### config.mk
export PLATFORM = sky130hd
export DESIGN_NAME = mcsc_sum
export DESIGN_NICKNAME = d
export VERILOG_FILES = /design/src/mcsc_pkg.sv /design/src/mcsc_sum.sv
export SDC_FILE = /design/constraint.sdc
export NUM_CORES = 1
export LEC_CHECK = 0
export BUFFER_PORTS_ARGS = -buffer_cell sky130_fd_sc_hd__buf_4
export CELL_PAD_IN_SITES_DETAIL_PLACEMENT = 1
export CELL_PAD_IN_SITES_GLOBAL_PLACEMENT = 1
export CORE_UTILIZATION = 39
export CTS_BUF_LIST = sky130_fd_sc_hd__clkbuf_8 sky130_fd_sc_hd__clkbuf_16
export DETAILED_ROUTE_END_ITERATION = 16
export MAX_ROUTING_LAYER = met4
export PLACE_DENSITY = 0.86
export SYNTH_ARGS = -nofsm -noshare
export SYNTH_HDL_FRONTEND = slang
export SYNTH_SLANG_ARGS = --single-unit
### constraint.sdc
create_clock -name clk -period 3.2 [get_ports clk]
set_input_delay 0.64 -clock clk [delete_from_list [all_inputs] [get_ports clk]]
set_output_delay 0.64 -clock clk [all_outputs]
set_load 0.05 [all_outputs]
### src/mcsc_pkg.sv
// mcsc_pkg: widths, codes, stage types and constant tables for the charge shift correction
// drift coefficient and delay factor tables are built at elaboration from their decimal values
// no dependencies
`default_nettype none

package mcsc_pkg;

	// stream widths
	localparam int S_TDATA_W = 72;
	localparam int S_TUSER_W = 4;
	localparam int M_TDATA_W = 24;

	// field widths
	localparam int CHARGE_W = 17;
	localparam int TD_W     = 16;
	localparam int SHIFT_W  = 20;

	// channel and range codes
	localparam logic [1:0] CH_ZERO    = 2'd0;
	localparam logic [1:0] CH_ONE     = 2'd1;
	localparam logic [1:0] CH_TWO     = 2'd2;
	localparam logic [1:0] CH_NONE    = 2'd3;
	localparam logic [1:0] RANGE_NONE = 2'd3;

	// coefficient table geometry, index = main * 6 + neighbour * 3 + range
	localparam int RANGE_COUNT = 3;
	localparam int NBR_COUNT   = 2;
	localparam int COEF_COUNT  = 3 * NBR_COUNT * RANGE_COUNT;
	localparam int COEF_IDX_W  = $clog2(COEF_COUNT);
	localparam int COEF_A_W    = 22;
	localparam int COEF_B_W    = 17;

	// delay bin computation
	localparam int FACT_W      = 14;
	localparam int BIN_COUNT   = 151;
	localparam int BIN_W       = $clog2(BIN_COUNT);
	localparam int NUM_W       = TD_W + 1;
	localparam int NUM_OFS     = 10050;
	localparam int BIN_DIV     = 100;
	localparam int NUM_C_W     = $clog2(BIN_COUNT * BIN_DIV);
	localparam int RECIP_SHIFT = 19;
	localparam int RECIP       = (2 ** RECIP_SHIFT + BIN_DIV - 1) / BIN_DIV;
	localparam int RECIP_W     = $clog2(RECIP + 1);
	localparam int BINQ_W      = NUM_C_W + RECIP_W;

	localparam logic signed [NUM_W-1:0] NUM_OFFSET = NUM_W'(NUM_OFS);
	localparam logic signed [NUM_W-1:0] NUM_LOW    = -NUM_W'(BIN_DIV);
	localparam logic signed [NUM_W-1:0] NUM_HIGH   = NUM_W'(BIN_COUNT * BIN_DIV);

	// datapath widths
	localparam int BC_W       = COEF_B_W + CHARGE_W;
	localparam int DRIFT_W    = BC_W + 1;
	localparam int PROD_W     = DRIFT_W + FACT_W;
	localparam int SUM_W      = PROD_W + 1;
	localparam int FRAC_SHIFT = 28;
	localparam int QUO_W      = SUM_W - FRAC_SHIFT;

	localparam logic [SUM_W-1:0] TRUNC_BIAS = SUM_W'((64'sd1 <<< FRAC_SHIFT) - 64'sd1);
	localparam logic signed [SHIFT_W-1:0] OUT_MAX = {1'b0, {(SHIFT_W - 1){1'b1}}};
	localparam logic signed [SHIFT_W-1:0] OUT_MIN = {1'b1, {(SHIFT_W - 1){1'b0}}};

	typedef struct packed {
		logic s1;
		logic s2;
		logic s3;
		logic s4;
		logic s5;
	} stage_en_t;

	typedef struct packed {
		logic                       en;
		logic                       bin_ok;
		logic [BIN_W-1:0]           bin;
		logic signed [COEF_A_W-1:0] a;
		logic signed [COEF_B_W-1:0] b;
	} nbr_t;

	typedef logic signed [COEF_A_W-1:0] coef_a_tab_t [COEF_COUNT];
	typedef logic signed [COEF_B_W-1:0] coef_b_tab_t [COEF_COUNT];
	typedef logic signed [FACT_W-1:0]   fact_tab_t [BIN_COUNT];

	// intercepts and slopes in millionths
	localparam int A_MICRO [COEF_COUNT] = '{
		-1028149, -1228558, -1365610,  -520255,  -529847,  -857225,
		 -694556, -1062618, -1082860,  -693964,  -975210,  -984536,
		 -421748,  -437119,  -527408,  -623511,  -801759, -1006715
	};
	localparam int B_MICRO [COEF_COUNT] = '{
		16115,  2001,    50, 35423,  3546,   811,
		  163,   406,  -254,  -140,   270,  -162,
		 8884,   717,   -15, -8981,  -870,  -294
	};

	// delay factors in thousandths
	localparam int F_MILLI [BIN_COUNT] = '{
		-1, -1, -2, -2, -3, -4, -5, -7, -9, -12,
		-15, -19, -23, -29, -36, -45, -55, -67, -81, -98,
		-118, -140, -166, -196, -230, -268, -310, -357, -409, -465,
		-526, -592, -662, -737, -814, -895, -978, -1063, -1148, -1232,
		-1315, -1395, -1471, -1542, -1606, -1662, -1710, -1748, -1775, -1790,
		-1793, -1784, -1762, -1727, -1680, -1620, -1549, -1467, -1375, -1274,
		-1165, -1049, -929, -804, -677, -548, -419, -291, -165, -42,
		78, 192, 302, 405, 503, 594, 678, 755, 826, 889,
		946, 997, 1041, 1078, 1110, 1135, 1155, 1170, 1180, 1185,
		1185, 1182, 1174, 1162, 1148, 1129, 1108, 1085, 1058, 1030,
		1000, 968, 935, 900, 865, 829, 792, 755, 718, 682,
		645, 609, 573, 538, 504, 471, 440, 409, 379, 351,
		324, 298, 274, 251, 229, 209, 190, 173, 156, 141,
		127, 114, 102, 91, 81, 72, 64, 57, 50, 44,
		39, 34, 30, 26, 23, 20, 17, 15, 13, 11,
		9
	};

	// round half away from zero of m * 2^20 / 10^6
	function automatic longint coef_q(longint m);
		return (m * 64'sd1048576 + ((m < 0) ? -64'sd500000 : 64'sd500000)) / 64'sd1000000;
	endfunction

	// round half away from zero of m * 2^12 / 10^3
	function automatic longint fact_q(longint m);
		return (m * 64'sd4096 + ((m < 0) ? -64'sd500 : 64'sd500)) / 64'sd1000;
	endfunction

	function automatic coef_a_tab_t build_coef_a();
		coef_a_tab_t t;
		for (int i = 0; i < COEF_COUNT; i++) begin
			t[i] = COEF_A_W'(coef_q(longint'(A_MICRO[i])));
		end
		return t;
	endfunction

	function automatic coef_b_tab_t build_coef_b();
		coef_b_tab_t t;
		for (int i = 0; i < COEF_COUNT; i++) begin
			t[i] = COEF_B_W'(coef_q(longint'(B_MICRO[i])));
		end
		return t;
	endfunction

	function automatic fact_tab_t build_fact();
		fact_tab_t t;
		for (int i = 0; i < BIN_COUNT; i++) begin
			t[i] = FACT_W'(fact_q(longint'(F_MILLI[i])));
		end
		return t;
	endfunction

	localparam coef_a_tab_t COEF_A = build_coef_a();
	localparam coef_b_tab_t COEF_B = build_coef_b();
	localparam fact_tab_t   FACT   = build_fact();

endpackage

`default_nettype wire

### src/mcsc_sum.sv
// mcsc_sum: stages 4 and 5, sums both neighbour terms, truncates toward zero and saturates
// uses mcsc_pkg
`default_nettype none

module mcsc_sum (
	input  wire                                clk,
	input  mcsc_pkg::stage_en_t                en,
	input  wire  signed [mcsc_pkg::PROD_W-1:0] prod_lo_s3,
	input  wire  signed [mcsc_pkg::PROD_W-1:0] prod_hi_s3,
	output logic signed [mcsc_pkg::SHIFT_W-1:0] shift_s5
);

	logic signed [mcsc_pkg::SUM_W-1:0]   sum_s4;
	logic signed [mcsc_pkg::SUM_W-1:0]   biased;
	logic signed [mcsc_pkg::QUO_W-1:0]   quo;
	logic signed [mcsc_pkg::SHIFT_W-1:0] shift_d;

	always_comb begin
		// negative sums get a bias so the shift truncates toward zero
		biased = sum_s4 + (sum_s4[mcsc_pkg::SUM_W-1] ? mcsc_pkg::TRUNC_BIAS : '0);
		quo    = biased[mcsc_pkg::SUM_W-1:mcsc_pkg::FRAC_SHIFT];
		if (quo > mcsc_pkg::QUO_W'(mcsc_pkg::OUT_MAX)) begin
			shift_d = mcsc_pkg::OUT_MAX;
		end else if (quo < mcsc_pkg::QUO_W'(mcsc_pkg::OUT_MIN)) begin
			shift_d = mcsc_pkg::OUT_MIN;
		end else begin
			shift_d = quo[mcsc_pkg::SHIFT_W-1:0];
		end
	end

	always_ff @(posedge clk) begin
		if (en.s4) begin
			sum_s4 <= mcsc_pkg::SUM_W'(prod_lo_s3) + mcsc_pkg::SUM_W'(prod_hi_s3);
		end
		if (en.s5) begin
			shift_s5 <= shift_d;
		end
	end

endmodule

`default_nettype wire

# Word level (Yosys, flattened, before mapping)
# Cells that the tools add are included.
dict set report word_totals {
  reg_bits 70
  input_bits 104
  output_inout_bits 20
}
dict set report op_classes {
  addsub 2
  order_cmp 2
  n_mux 2
}
# cell n
set op_table {}
lappend op_table {{$add A49 B49 Y50} 1}
lappend op_table {{$add A50 B28 Y50} 1}
lappend op_table {{$mux W28} 1}
lappend op_table {{$gt A22 B20 Y1 const B} 1}
lappend op_table {{$lt A22 B20 Y1 const B} 1}
lappend op_table {{$mux W20} 1}

# Depth between registers and ports, before layout
dict set report depth {
  word_depth 4
  mapped_depth 12
}

# Worst setup path after synthesis
# OpenSTA, ideal clock, no wires.
dict set report synth_path {
  kind {reg2reg}
  from {register sum_s4[49] in the netlist's numbering}
  to {register shift_s5[9] in the netlist's numbering (data pin)}
  setup_time_ps 262
  arrival_time_ps 2988
  t_required_ps 2938
  path_slack_ps -50
  path_stages_with_launch 12
  path_buffers 1
  synth_period_minus_slack_ps 3250
  path_cell_list {edfxtp_1 > ha_1 > a211oi_2 > o211ai_1 > a31o_1 > a211oi_4 > a211oi_4 > nand3_1 > xor2_2 > a21oi_4 > buf_6 > o21ai_2}
}
dict set report synth_via {
  elab_chain_len 4
  elab_cells_between_ends 5
  cone_classes {add/sub (1); order compare (2); mux (2)}
}
# element line_no
set synth_rtl {}
lappend synth_rtl {{from (decl)} mcsc_sum.sv:13} ;# logic signed [mcsc_pkg::SUM_W-1:0] sum_s4;
lappend synth_rtl {{from (signal assigned)} mcsc_sum.sv:33} ;# sum_s4 <= mcsc_pkg::SUM_W'(prod_lo_s3) + mcsc_pkg::SUM_W'(prod_hi_s3);
lappend synth_rtl {{$mux W28} mcsc_sum.sv:20} ;# biased = sum_s4 + (sum_s4[mcsc_pkg::SUM_W-1] ? mcsc_pkg::TRUNC_BIAS : '0);
lappend synth_rtl {{$add A50 B28 Y50 (*)} mcsc_sum.sv:20}
lappend synth_rtl {{$lt A22 B20 Y1} mcsc_sum.sv:24} ;# end else if (quo < mcsc_pkg::QUO_W'(mcsc_pkg::OUT_MIN)) begin
lappend synth_rtl {{$mux W20} mcsc_sum.sv:24}
lappend synth_rtl {{to (signal assigned)} mcsc_sum.sv:36} ;# shift_s5 <= shift_d;
lappend synth_rtl {{to (decl)} mcsc_sum.sv:10} ;# output logic signed [mcsc_pkg::SHIFT_W-1:0] shift_s5
# Mark *: on every way between the ends. The rest lies on a longest branch, timed or not.
# A chain may end at the register's enable or synchronous reset.

# Worst setup path in the final report
dict set report layout_path {
  from {input prod_lo_s3[0] in the netlist's numbering}
  to {register sum_s4[18] in the netlist's numbering (data pin)}
}
dict set report layout_via {
  elab_chain_len 1
}
# element line_no
set layout_rtl {}
lappend layout_rtl {{from (decl)} mcsc_sum.sv:8} ;# input wire signed [mcsc_pkg::PROD_W-1:0] prod_lo_s3,
lappend layout_rtl {{$add A49 B49 Y50} mcsc_sum.sv:33}
# No other way between the ends.

==> out/metrics.cfg <==
[run_status]
outcome = complete, no violations

[die]
ioPinCount = 124
die_w_um = 127.8
start_util_pct = 40.29
fp.dieH_um = 127.8
coreArea_um2 = 15310
core.rowCount = 45
fp.dieArea_um2 = 16330

[synthesis]
syn-cell-area_um2 = 6170
ys_warn_count = 0
syn-num-nets = 824
ys_seq_elements = 70
synth_edf_count = 70
synth_largest_area_cell = edfxtp_1
yosysMostFrequentCell = ha_1
async_reset_ff_share_pct = 0
ys_top_cells_by_area = edfxtp_1 (34%), ha_1 (15%), xnor2_1 (5.7%), a21oi_1 (5.2%), a21o_1 (4.5%)
synth_top_area_share_pct = 34.07
ys_seq_area_share_pct = 34.07
synth_area_per_cell_um2 = 9.595
synthCells = 643
synth.distinct_cells = 68
synth-main-ff-cell = edfxtp_1
synthTopCellsByCount = ha_1 (76), edfxtp_1 (70), a21oi_1 (64), nand2_1 (50), nor2_1 (42)

[detailed_routing]
wl_per_cell_um = 17.90
vias = 5647
drtIter0Drc = 329
drc = 0
routed_wirelength_um = 18350
vias_per_cell = 5.509
antenna_left = 0
dr.pass1.iters = 4

[worst_setup_path]
crit_path_start = prod_lo_s3[0]
rr_startpoint = sum_s4[49]$_DFFE_PP_
crit_path_start_kind = input pin
critPathKind = input pin to register
required_ns = 3.28
end_kind = register
critPathMaxFanout = 2
cp.arrival_ns = 3.25

[final_layout]
area_growth_pct = 30.81
nNetsFinal = 990
instances_no_fill = 1025
fin_area_um2 = 8070
n_fill_cell = 1778
diodes = 0
drive_gt1_share_pct = 28.75

[timing]
tightest_slew_ns = 0.6598
hold_violations = 0
fin_crit_ns = 3.174
rsz0062_at_grt = yes
setup_viol = 0
slew_headroom_pct = 56.01
tns_ns = 0
fin_crit_sh_pct = 99.18
max_freq_mhz = 315.1
drv_slew = 0
skew_ns = 0.01022

[placed_design]
dp_hpwl_um = 14520
dpl_cell_area_um2 = 7654
dp_cells = 1008
io_buffers = 120
gp_congestion = 0.8527

[clock_network]
clk_latency_ns = 0.34
clkTransAtPathRegs_ns = 0.06
cts_tree = yes
numCtsBuffers = 9
htreeDepth = 3
cts_buffer_depth = 2
clockRootBuffer = clkbuf_16
clock_sinks = 70

[job]
max_cap_violations = 0

[global_route]
grt_pass1_wl_um = 28960
grt-ovfl-total = 0
grtUsageTotal_pct = 22.85
antenna_found_initial = 0
grt_start_max_net_pins = 51
grt_pass1_vias = 6073

[pwr]
power_leakage_nw = 3.523
vdd_drop_max_mv = 0.2693
powerDensity_nw_per_um2 = 467.6

[min_path]
min-delay-start = prod_hi_s3[0]
hp-class = input pin to register

placed cells by master (no fill, tap or decap), types with 6 or more instances in the layout:
cell type,count
a21o_1,37
a31oi_1,8
nand3_1,21
buf_4,168
o21ai_2,10
nand4_1,12
inv_1,27
edfxtp_1,70
o21ai_0,36
a21oi_2,6
nand2b_1,7
clkbuf_16,9
and3_1,12
ha_1,69
xor2_1,17
o211ai_1,8
o21bai_1,9
nor3_1,7
nand2_1,49
a21oi_1,59
ha_4,6
xnor2_1,40
nor2_1,42
cell families after synthesis:
family | synth area share (%)
compound gates | 24.99
xor+xnor | 8.883
fa+ha+maj | 15.74
buf+inv | 2.839
flops | 34.07
mux | 0.1825
simple gates | 13.30
final timing paths:
kind	to	slack [ns]	cells after the start
worst max register to register	shift_s5[18]$_SDFFCE_PN1P_	0.08	12
worst min register to register	shift_s5[15]$_SDFFCE_PN1P_	0.66	2
worst max-delay path	sum_s4[18]$_DFFE_PP_	0.03	14
worst min-delay path	sum_s4[0]$_DFFE_PP_	0.61	2
layer usage:
metal | global-route usage [%] | wire length (um)
met1 | 26.18 | 7702
met2 | 40.82 | 9496
met3 | 3.464 | 708
met4 | 7.336 | 439
met5 | - | 0
worst max-delay path, cell delays in order:
cell and delay (ns):
buf_4 0.11, ha_1 0.22, inv_1 0.08, fa_1 0.21
nor2b_2 0.06, o2111ai_1 0.31, a21oi_2 0.16, buf_4 0.18
nor2_1 0.15, o21ai_1 0.11, a21o_1 0.21, a41o_1 0.27
o41ai_1 0.41, xnor2_1 0.13
layout make-up:
type | instances | area [um^2] | area share (%)
clock inverter | 7 | 33.78 | 0.4186
clock buffer | 9 | 225.2 | 2.791
timing repair buffer | 171 | 1313 | 16.26
sequential | 70 | 2102 | 26.05
inverter | 25 | 93.84 | 1.163
multi-input combinational | 532 | 4039 | 50.05
tap | 211 | 264.0 | 3.271
where the power goes:
part | switching, mW | internal, mW | leakage [nW]
clock network | 0.369 | 0.511 | 0.135
logic | 0.898 | 0.689 | 2.71
registers | 0.0892 | 1.22 | 0.682
what timing repair did:
action	4_1_cts	5_1_grt
gates cloned	0	0
setup buffers	0	1
pin swaps	0	11
endpoints found under the setup margin	6	17
hold buffers	0	0
resized for setup	2	23
stage by stage:
| step | utilization [%] | hold WS, ns | total power, mW | worst slack [ns] |
|---|---|---|---|---|
| final | 52.70 | 0.6131 | 3.773 | 0.02637 |
| after global routing | 52.70 | 0.6119 | 3.977 | -0.08314 |
| after detailed placement | 49.98 | 0.6552 | 2.823 | -0.4292 |
| after floorplan | - | 0.5967 | 2.272 | -0.05017 |
| after global placement | 49.98 | 0.6322 | 2.717 | -0.1291 |
| after CTS | 51.73 | 0.6121 | 3.705 | 0.007929 |
flip-flops by register name, indices dropped and copies added, names as in the netlist:
register,cells
shift_s5,20
sum_s4,50
Power figures use the tool's default switching activity.
