<file path="config.mk">
export PLATFORM = sky130hd
export DESIGN_NAME = mcsc_term
export DESIGN_NICKNAME = d
export VERILOG_FILES = /design/src/mcsc_pkg.sv /design/src/mcsc_term.sv
export SDC_FILE = /design/constraint.sdc
export NUM_CORES = 2
export LEC_CHECK = 0
export ABC_CLOCK_PERIOD_IN_PS = 9700
export BUFFER_PORTS_ARGS = -buffer_cell sky130_fd_sc_hd__buf_2
export CAP_MARGIN = 40
export CORE_UTILIZATION = 48
export CTS_CLUSTER_SIZE = 28
export DETAILED_ROUTE_END_ITERATION = 16
export PLACE_DENSITY_LB_ADDON = 0.3
export SYNTH_ARGS = -nofsm -noshare
export SYNTH_HDL_FRONTEND = slang
export SYNTH_SLANG_ARGS = --single-unit
</file>
<file path="constraint.sdc">
create_clock -name clk -period 9.7 [get_ports clk]
set_input_delay 0.97 -clock clk [delete_from_list [all_inputs] [get_ports clk]]
set_output_delay 0.97 -clock clk [all_outputs]
set_load 0.02 [all_outputs]
</file>
<file path="src/mcsc_pkg.sv">
// mcsc_pkg: widths, codes, stage types and constant tables for the charge shift correction
// drift coefficient and delay factor tables are built at elaboration from their decimal values
// no dependencies
`default_nettype none

package mcsc_pkg;

	// stream widths
	localparam int S_TDATA_W = 72;
	localparam int S_TUSER_W = 4;
	localparam int M_TDATA_W = 24;

	// field widths
	localparam int CHARGE_W = 17;
	localparam int TD_W     = 16;
	localparam int SHIFT_W  = 20;

	// channel and range codes
	localparam logic [1:0] CH_ZERO    = 2'd0;
	localparam logic [1:0] CH_ONE     = 2'd1;
	localparam logic [1:0] CH_TWO     = 2'd2;
	localparam logic [1:0] CH_NONE    = 2'd3;
	localparam logic [1:0] RANGE_NONE = 2'd3;

	// coefficient table geometry, index = main * 6 + neighbour * 3 + range
	localparam int RANGE_COUNT = 3;
	localparam int NBR_COUNT   = 2;
	localparam int COEF_COUNT  = 3 * NBR_COUNT * RANGE_COUNT;
	localparam int COEF_IDX_W  = $clog2(COEF_COUNT);
	localparam int COEF_A_W    = 22;
	localparam int COEF_B_W    = 17;

	// delay bin computation
	localparam int FACT_W      = 14;
	localparam int BIN_COUNT   = 151;
	localparam int BIN_W       = $clog2(BIN_COUNT);
	localparam int NUM_W       = TD_W + 1;
	localparam int NUM_OFS     = 10050;
	localparam int BIN_DIV     = 100;
	localparam int NUM_C_W     = $clog2(BIN_COUNT * BIN_DIV);
	localparam int RECIP_SHIFT = 19;
	localparam int RECIP       = (2 ** RECIP_SHIFT + BIN_DIV - 1) / BIN_DIV;
	localparam int RECIP_W     = $clog2(RECIP + 1);
	localparam int BINQ_W      = NUM_C_W + RECIP_W;

	localparam logic signed [NUM_W-1:0] NUM_OFFSET = NUM_W'(NUM_OFS);
	localparam logic signed [NUM_W-1:0] NUM_LOW    = -NUM_W'(BIN_DIV);
	localparam logic signed [NUM_W-1:0] NUM_HIGH   = NUM_W'(BIN_COUNT * BIN_DIV);

	// datapath widths
	localparam int BC_W       = COEF_B_W + CHARGE_W;
	localparam int DRIFT_W    = BC_W + 1;
	localparam int PROD_W     = DRIFT_W + FACT_W;
	localparam int SUM_W      = PROD_W + 1;
	localparam int FRAC_SHIFT = 28;
	localparam int QUO_W      = SUM_W - FRAC_SHIFT;

	localparam logic [SUM_W-1:0] TRUNC_BIAS = SUM_W'((64'sd1 <<< FRAC_SHIFT) - 64'sd1);
	localparam logic signed [SHIFT_W-1:0] OUT_MAX = {1'b0, {(SHIFT_W - 1){1'b1}}};
	localparam logic signed [SHIFT_W-1:0] OUT_MIN = {1'b1, {(SHIFT_W - 1){1'b0}}};

	typedef struct packed {
		logic s1;
		logic s2;
		logic s3;
		logic s4;
		logic s5;
	} stage_en_t;

	typedef struct packed {
		logic                       en;
		logic                       bin_ok;
		logic [BIN_W-1:0]           bin;
		logic signed [COEF_A_W-1:0] a;
		logic signed [COEF_B_W-1:0] b;
	} nbr_t;

	typedef logic signed [COEF_A_W-1:0] coef_a_tab_t [COEF_COUNT];
	typedef logic signed [COEF_B_W-1:0] coef_b_tab_t [COEF_COUNT];
	typedef logic signed [FACT_W-1:0]   fact_tab_t [BIN_COUNT];

	// intercepts and slopes in millionths
	localparam int A_MICRO [COEF_COUNT] = '{
		-1028149, -1228558, -1365610,  -520255,  -529847,  -857225,
		 -694556, -1062618, -1082860,  -693964,  -975210,  -984536,
		 -421748,  -437119,  -527408,  -623511,  -801759, -1006715
	};
	localparam int B_MICRO [COEF_COUNT] = '{
		16115,  2001,    50, 35423,  3546,   811,
		  163,   406,  -254,  -140,   270,  -162,
		 8884,   717,   -15, -8981,  -870,  -294
	};

	// delay factors in thousandths
	localparam int F_MILLI [BIN_COUNT] = '{
		-1, -1, -2, -2, -3, -4, -5, -7, -9, -12,
		-15, -19, -23, -29, -36, -45, -55, -67, -81, -98,
		-118, -140, -166, -196, -230, -268, -310, -357, -409, -465,
		-526, -592, -662, -737, -814, -895, -978, -1063, -1148, -1232,
		-1315, -1395, -1471, -1542, -1606, -1662, -1710, -1748, -1775, -1790,
		-1793, -1784, -1762, -1727, -1680, -1620, -1549, -1467, -1375, -1274,
		-1165, -1049, -929, -804, -677, -548, -419, -291, -165, -42,
		78, 192, 302, 405, 503, 594, 678, 755, 826, 889,
		946, 997, 1041, 1078, 1110, 1135, 1155, 1170, 1180, 1185,
		1185, 1182, 1174, 1162, 1148, 1129, 1108, 1085, 1058, 1030,
		1000, 968, 935, 900, 865, 829, 792, 755, 718, 682,
		645, 609, 573, 538, 504, 471, 440, 409, 379, 351,
		324, 298, 274, 251, 229, 209, 190, 173, 156, 141,
		127, 114, 102, 91, 81, 72, 64, 57, 50, 44,
		39, 34, 30, 26, 23, 20, 17, 15, 13, 11,
		9
	};

	// round half away from zero of m * 2^20 / 10^6
	function automatic longint coef_q(longint m);
		return (m * 64'sd1048576 + ((m < 0) ? -64'sd500000 : 64'sd500000)) / 64'sd1000000;
	endfunction

	// round half away from zero of m * 2^12 / 10^3
	function automatic longint fact_q(longint m);
		return (m * 64'sd4096 + ((m < 0) ? -64'sd500 : 64'sd500)) / 64'sd1000;
	endfunction

	function automatic coef_a_tab_t build_coef_a();
		coef_a_tab_t t;
		for (int i = 0; i < COEF_COUNT; i++) begin
			t[i] = COEF_A_W'(coef_q(longint'(A_MICRO[i])));
		end
		return t;
	endfunction

	function automatic coef_b_tab_t build_coef_b();
		coef_b_tab_t t;
		for (int i = 0; i < COEF_COUNT; i++) begin
			t[i] = COEF_B_W'(coef_q(longint'(B_MICRO[i])));
		end
		return t;
	endfunction

	function automatic fact_tab_t build_fact();
		fact_tab_t t;
		for (int i = 0; i < BIN_COUNT; i++) begin
			t[i] = FACT_W'(fact_q(longint'(F_MILLI[i])));
		end
		return t;
	endfunction

	localparam coef_a_tab_t COEF_A = build_coef_a();
	localparam coef_b_tab_t COEF_B = build_coef_b();
	localparam fact_tab_t   FACT   = build_fact();

endpackage

`default_nettype wire

</file>
<file path="src/mcsc_term.sv">
// mcsc_term: stages 2 and 3 for one neighbour, linear drift and delay factor, then their product
// uses mcsc_pkg
`default_nettype none

module mcsc_term (
	input  wire                                  clk,
	input  mcsc_pkg::stage_en_t                  en,
	input  mcsc_pkg::nbr_t                       nbr_s1,
	input  wire  signed [mcsc_pkg::CHARGE_W-1:0] charge_s1,
	output logic signed [mcsc_pkg::PROD_W-1:0]   prod_s3
);

	logic signed [mcsc_pkg::BC_W-1:0]    bc;
	logic signed [mcsc_pkg::DRIFT_W-1:0] drift_s2;
	logic signed [mcsc_pkg::FACT_W-1:0]  fact_s2;

	assign bc = $signed(nbr_s1.b) * charge_s1;

	always_ff @(posedge clk) begin
		if (en.s2) begin
			drift_s2 <= (mcsc_pkg::DRIFT_W'($signed(nbr_s1.a)) <<< 4) +
				mcsc_pkg::DRIFT_W'(bc);
			// no hit, invalid channel or range, or bin out of table gives zero weight
			fact_s2 <= (nbr_s1.en && nbr_s1.bin_ok) ? mcsc_pkg::FACT[nbr_s1.bin] : '0;
		end
		if (en.s3) begin
			prod_s3 <= mcsc_pkg::PROD_W'(drift_s2) * mcsc_pkg::PROD_W'(fact_s2);
		end
	end

endmodule

`default_nettype wire

</file>
# Yosys cells after proc, flatten, opt, wreduce, memory -nomap -nowiden
# Memories as Yosys holds them, arrays and structs flattened. A register that Yosys moved wholly into a read port is not among the register bits.
# Cells that the tools add are included.
[word_totals] regBits=84 latch_bits=0 ram_bits=0 mem_bits_ro=3584 inputBits=72 output_inout_bits=49 wordCells=9 n_memories=1
[classes] addsub=1 n_mul=2 div=0 magnitude_cmp=0 n_eq_ne=0 n_shift=0 mux=0 bitwise=1 reduce_logical=2
[mem_list] name="(name not given)" depth=256 word_bits=14 read_ports=1 rd_clocked_by_memory_dff=1 wr=0 line="mcsc_term.sv:24" rtl="fact_s2 <= (nbr_s1.en && nbr_s1.bin_ok) ? mcsc_pkg::FACT[nbr_s1.bin] : '0;"
[op_table] operator="35-bit by 14-bit multiplier with 49-bit output" count=1
[op_table] operator="26-bit by 34-bit adder with 35-bit output" count=1
[op_table] operator="17-bit by 17-bit multiplier with 34-bit output" count=1
[op_table] operator="8-bit NOT with 9-bit output" count=1
[op_table] operator="1-bit logical AND" count=1
[op_table] operator="1-bit zero test" count=1

# Logic depth before layout (Yosys ltp)
[logic_depth] ltp_word=2 ltp_mapped=25 ltp_nobuf=24

# Worst setup path after synthesis
# No wires, ideal clock.
[synth_path] kind="input-to-reg" startpoint="input port charge_s1[8] (netlist name)" endpoint="register drift_s2[32] (netlist name), data pin" setup_time_ns=0.263 arrival_ns=6.723 path_slack_ns=2.715 stages=23 path_buffers=3 path_cell_list="clkbuf_1 > clkbuf_1 > nand2_1 > fa_1 > inv_1 > fa_1 > fa_1 > fa_1 > fa_1 > inv_1 > fa_1 > inv_1 > ha_1 > buf_6 > and3_1 > a221o_1 > a21o_1 > a21o_1 > a22o_1 > a211oi_2 > o21ai_2 > o41ai_2 > xnor2_1"
[synth_between] elab_chain_len=2
[synth_rtl] element="start, declared" line="mcsc_term.sv:9" rtl="input wire signed [mcsc_pkg::CHARGE_W-1:0] charge_s1,"
[synth_rtl] element="17-bit by 17-bit multiplier with 34-bit output" line="mcsc_term.sv:17" rtl="assign bc = $signed(nbr_s1.b) * charge_s1;"
[synth_rtl] element="26-bit by 34-bit adder with 35-bit output" line="mcsc_term.sv:21" rtl="drift_s2 <= (mcsc_pkg::DRIFT_W'($signed(nbr_s1.a)) <<< 4) +"
[synth_rtl] element="end signal, assigned" line="mcsc_term.sv:21"
[synth_rtl] element="end, declared" line="mcsc_term.sv:14" rtl="logic signed [mcsc_pkg::DRIFT_W-1:0] drift_s2;"
# No other way between the ends.
# A chain may end at the register's enable or synchronous reset.

# Worst setup path after layout
[layout_path] startpoint="register fact_s2[5] (netlist name)" endpoint="register prod_s3[42] (netlist name), data pin"
[layout_between] elab_chain_len=1
[layout_rtl] element="start, declared" line="mcsc_term.sv:15" rtl="logic signed [mcsc_pkg::FACT_W-1:0] fact_s2;"
[layout_rtl] element="35-bit by 14-bit multiplier with 49-bit output" line="mcsc_term.sv:27" rtl="prod_s3 <= mcsc_pkg::PROD_W'(drift_s2) * mcsc_pkg::PROD_W'(fact_s2);"
[layout_rtl] element="end signal, assigned" line="mcsc_term.sv:27"
[layout_rtl] element="end, declared" line="mcsc_term.sv:10" rtl="output logic signed [mcsc_pkg::PROD_W-1:0] prod_s3"
# No other way between the ends.

==> flow_summary_export.csv <==
group,metric,value,unit
cts,numCtsBuffers,9,
sta,slew_headroom,0.428,
synth,yosysSeqAreaShare,0.0863,
synth,ys_warn_count,0,
die,dieArea,72100,µm²
critical_path,r2r_cells,21,
synth,synth_cell_types,70,
critical_path,r2r-start,"fact_s2[5]",
hold_path,min_path_type,"primary input to register",
hold_path,min_from,"en[3]",
synth,synth_edf_count,98,
synth,synth.avg_cell_area,9.12,µm²
sta,period_share,0.780,
global_routing,antenna_found_initial,5,
die,initial_core_util,0.486,
die,row_count,97,
layout,fin_cells,4649,
detailed_routing,drt_iter0_drc,2015,
critical_path,rrSetupSlack,2.14,ns
cts,hold_buffers,0,
critical_path,worstPathCellList,"buf_4, nand2_1, fa_1, fa_1, inv_1, fa_1, fa_1, fa_1, inv_1, fa_1, inv_1, ha_1, o21ai_0, o21ai_0, a22oi_1, a31oi_2, a211oi_1, o31ai_1, a21oi_1, o21ai_1, xor2_1",
cts,cts_resized,0,
cts,tritoncts,"done",
cts,cts.reportedPaths.clkPinSlew,0.08,ns
detailed_routing,first_pass_iters,6,
critical_path,endpoint_kind,"register",
sta,finalClockSkew,0.0127,ns
synth,synth-seq-cells,98,
die,core-area,70100,µm²
sta,setup_ws,2.14,ns
critical_path,regToRegEndpoint,"prod_s3[42]",
placement,place_inst,4628,
global_routing,grt_start_max_net_pins,90,
sta,fmax,132,MHz
placement,post-place-ws,2.10,ns
cts,htree_num_levels,3,
placement,io_buffers,117,
critical_path,worst_ep_arrival_time,7.70,ns
synth,synth_area,34100,µm²
layout,nFillCells,6673,
hold_path,whs_path_depth,1,
run_status,status,"completed",
critical_path,max_stage_delay,0.83,ns
hold_path,min_to,"fact_s2[10]",
critical_path,cpMostUsedCell,"fa_1",
sta,worst_pin_slew,0.858,ns
synth,postSynth.asyncResetShare,0,
global_routing,grt_overflow,0,
critical_path,startpoint_type,"register",
cts,insertion_delay,0.39,ns
layout,area.growth.synth_to_final,4.50,%
critical_path,crit_required,9.83,ns
die,ios,121,
critical_path,path_max_fanout,18,
sta,setup_viol,0,
cts,root_buffer,"clkbuf_16",
cts,cts_max_path_buffers,2,
detailed_routing,drc,0,
detailed_routing,wl_per_cell,17.5,µm
synth,synthFlopType,"edfxtp_1",
flow_run,cap_violations,0,
sta,post-route-min-period,7.56,ns
synth,syn-num-nets,4809,
sta,rsz0062_at_grt,"no",
critical_path,worstSetupPathType,"register to register",
sta,slew_violations,0,
synth,syn_inst,3739,
die,die_w,269,µm
detailed_routing,vias,24700,
placement,gp_congestion,0.915,
global_routing,grt.total_usage,0.239,
global_routing,grt_pass1_vias,25800,
detailed_routing,routed_via_density,5.31,
cts,numClockSinks,98,
sta,hold_viol_final,0,
placement,dp_hpwl,63100,µm
layout,final_nets,4769,
detailed_routing,antenna_left,0,
detailed_routing,wl,81400,µm
critical_path,crit_slowest_cell,"edfxtp_1",
sta,finalSetupTns,0,ns
cts,cts_setup_buffers,0,
global_routing,grt_first_pass_wirelength,136000,µm
die,die_y,269,µm
layout,layout-drive-gt1-share,0.0478,
-- cell families after synthesis --
| group | Yosys count | synth area share |
|---|---|---|
| flops | 98 | 0.0863 |
| xor+xnor | 86 | 0.0221 |
| compound gates | 406 | 0.0772 |
| mux | 12 | 0.00580 |
| buf+inv | 1049 | 0.116 |
| simple gates | 1090 | 0.156 |
| fa+ha+maj | 998 | 0.537 |
-- per-layer routing --
| layer | up-vias | wire length [µm] | track usage |
|---|---|---|---|
| met4 | 0 | 1890 | 0.0673 |
| met1 | 12400 | 36100 | 0.346 |
| met5 | - | 0 | 0 |
| li1 | 11200 | - | - |
| met2 | 1000 | 37300 | 0.379 |
| met3 | 123 | 6090 | 0.0304 |
-- through the flow --
step,cell area [µm²],utilization,hold WS (ns)
6_report,35600,0.508,0.952
5_1_grt,35600,0.508,0.953
4_1_cts,35600,0.508,0.937
3_5_place_dp,35300,0.503,0.965
3_3_place_gp,35300,0.503,0.947
2_1_floorplan,34100,-,0.572
-- worst max-delay path: cells and delay by family (launching register included) --
family	cells	cell delay, ns
buffers and inverters	4	0.55
and+or+nand+nor	1	0.13
DFF	1	0.83
xor gates and xnor gates	1	0.15
AOI/OAI and AO/OA	8	2.22
adders and majority gates	7	3.39
-- Yosys cell counts (17+ instances only) --
| cell type | n | share of area |
|---|---|---|
| a211oi_1 | 30 | 0.0066 |
| nor3_1 | 23 | 0.0034 |
| xor2_1 | 20 | 0.0051 |
| a31oi_1 | 21 | 0.0039 |
| a21o_1 | 39 | 0.0086 |
| nand2_1 | 472 | 0.052 |
| o21ai_0 | 87 | 0.013 |
| fa_1 | 774 | 0.45 |
| nor2_1 | 115 | 0.013 |
| ha_1 | 224 | 0.082 |
| nor2b_1 | 39 | 0.0072 |
| xnor2_1 | 66 | 0.017 |
| inv_1 | 858 | 0.094 |
| o211ai_1 | 17 | 0.0037 |
| edfxtp_1 | 98 | 0.086 |
| nand2b_1 | 22 | 0.0040 |
| and2_1 | 356 | 0.065 |
| a21oi_1 | 113 | 0.017 |
| clkbuf_1 | 172 | 0.019 |
| nand3_1 | 22 | 0.0032 |
-- flip-flops by register name (all words and copies together), names as in the netlist --
name,count
drift_s2,35
fact_s2,14
prod_s3,49
-- worst max-delay path by stage --
stage,startpoint,to,cells past startpoint
after floorplan,charge_s1[8],drift_s2[32],23
after global placement,fact_s2[5],prod_s3[45],18
after detailed placement,fact_s2[5],prod_s3[45],20
after CTS,fact_s2[5],prod_s3[45],18
after global routing,fact_s2[5],prod_s3[42],21
final,fact_s2[5],prod_s3[42],21
-- area by class of cell --
cell class	instances	area, µm²	area share
Multi-Input combinational cell	2592	27200	0.763
Inverter	860	3230	0.0906
Sequential cell	98	2940	0.0826
Tap cell	940	1180	0.0330
Timing Repair Buffer	138	763	0.0214
Clock buffer	9	225	0.00632
Clock inverter	7	82.6	0.00232
Antenna cell	5	12.5	0.000351
-- cells in the final DEF (no fill, tap or decap), drive strengths merged, types with 7 or more instances in the layout --
cell type	n
nor2	115
o21a	9
inv	861
a211oi	31
o22ai	10
nand2b	22
nand2	472
and2	357
o221ai	7
a21oi	113
xor2	20
xnor2	66
nand3	22
edfxtp	98
a31oi	22
and3	12
buf	138
o21bai	9
nor3	23
clkbuf	9
fa	774
nand4	8
o21ai	89
ha	224
o211ai	17
nor2b	39
a21o	39
Power is left out: the tool's default activity adds up to more than one toggle a clock period on the data nets, which glitch-free logic cannot reach.
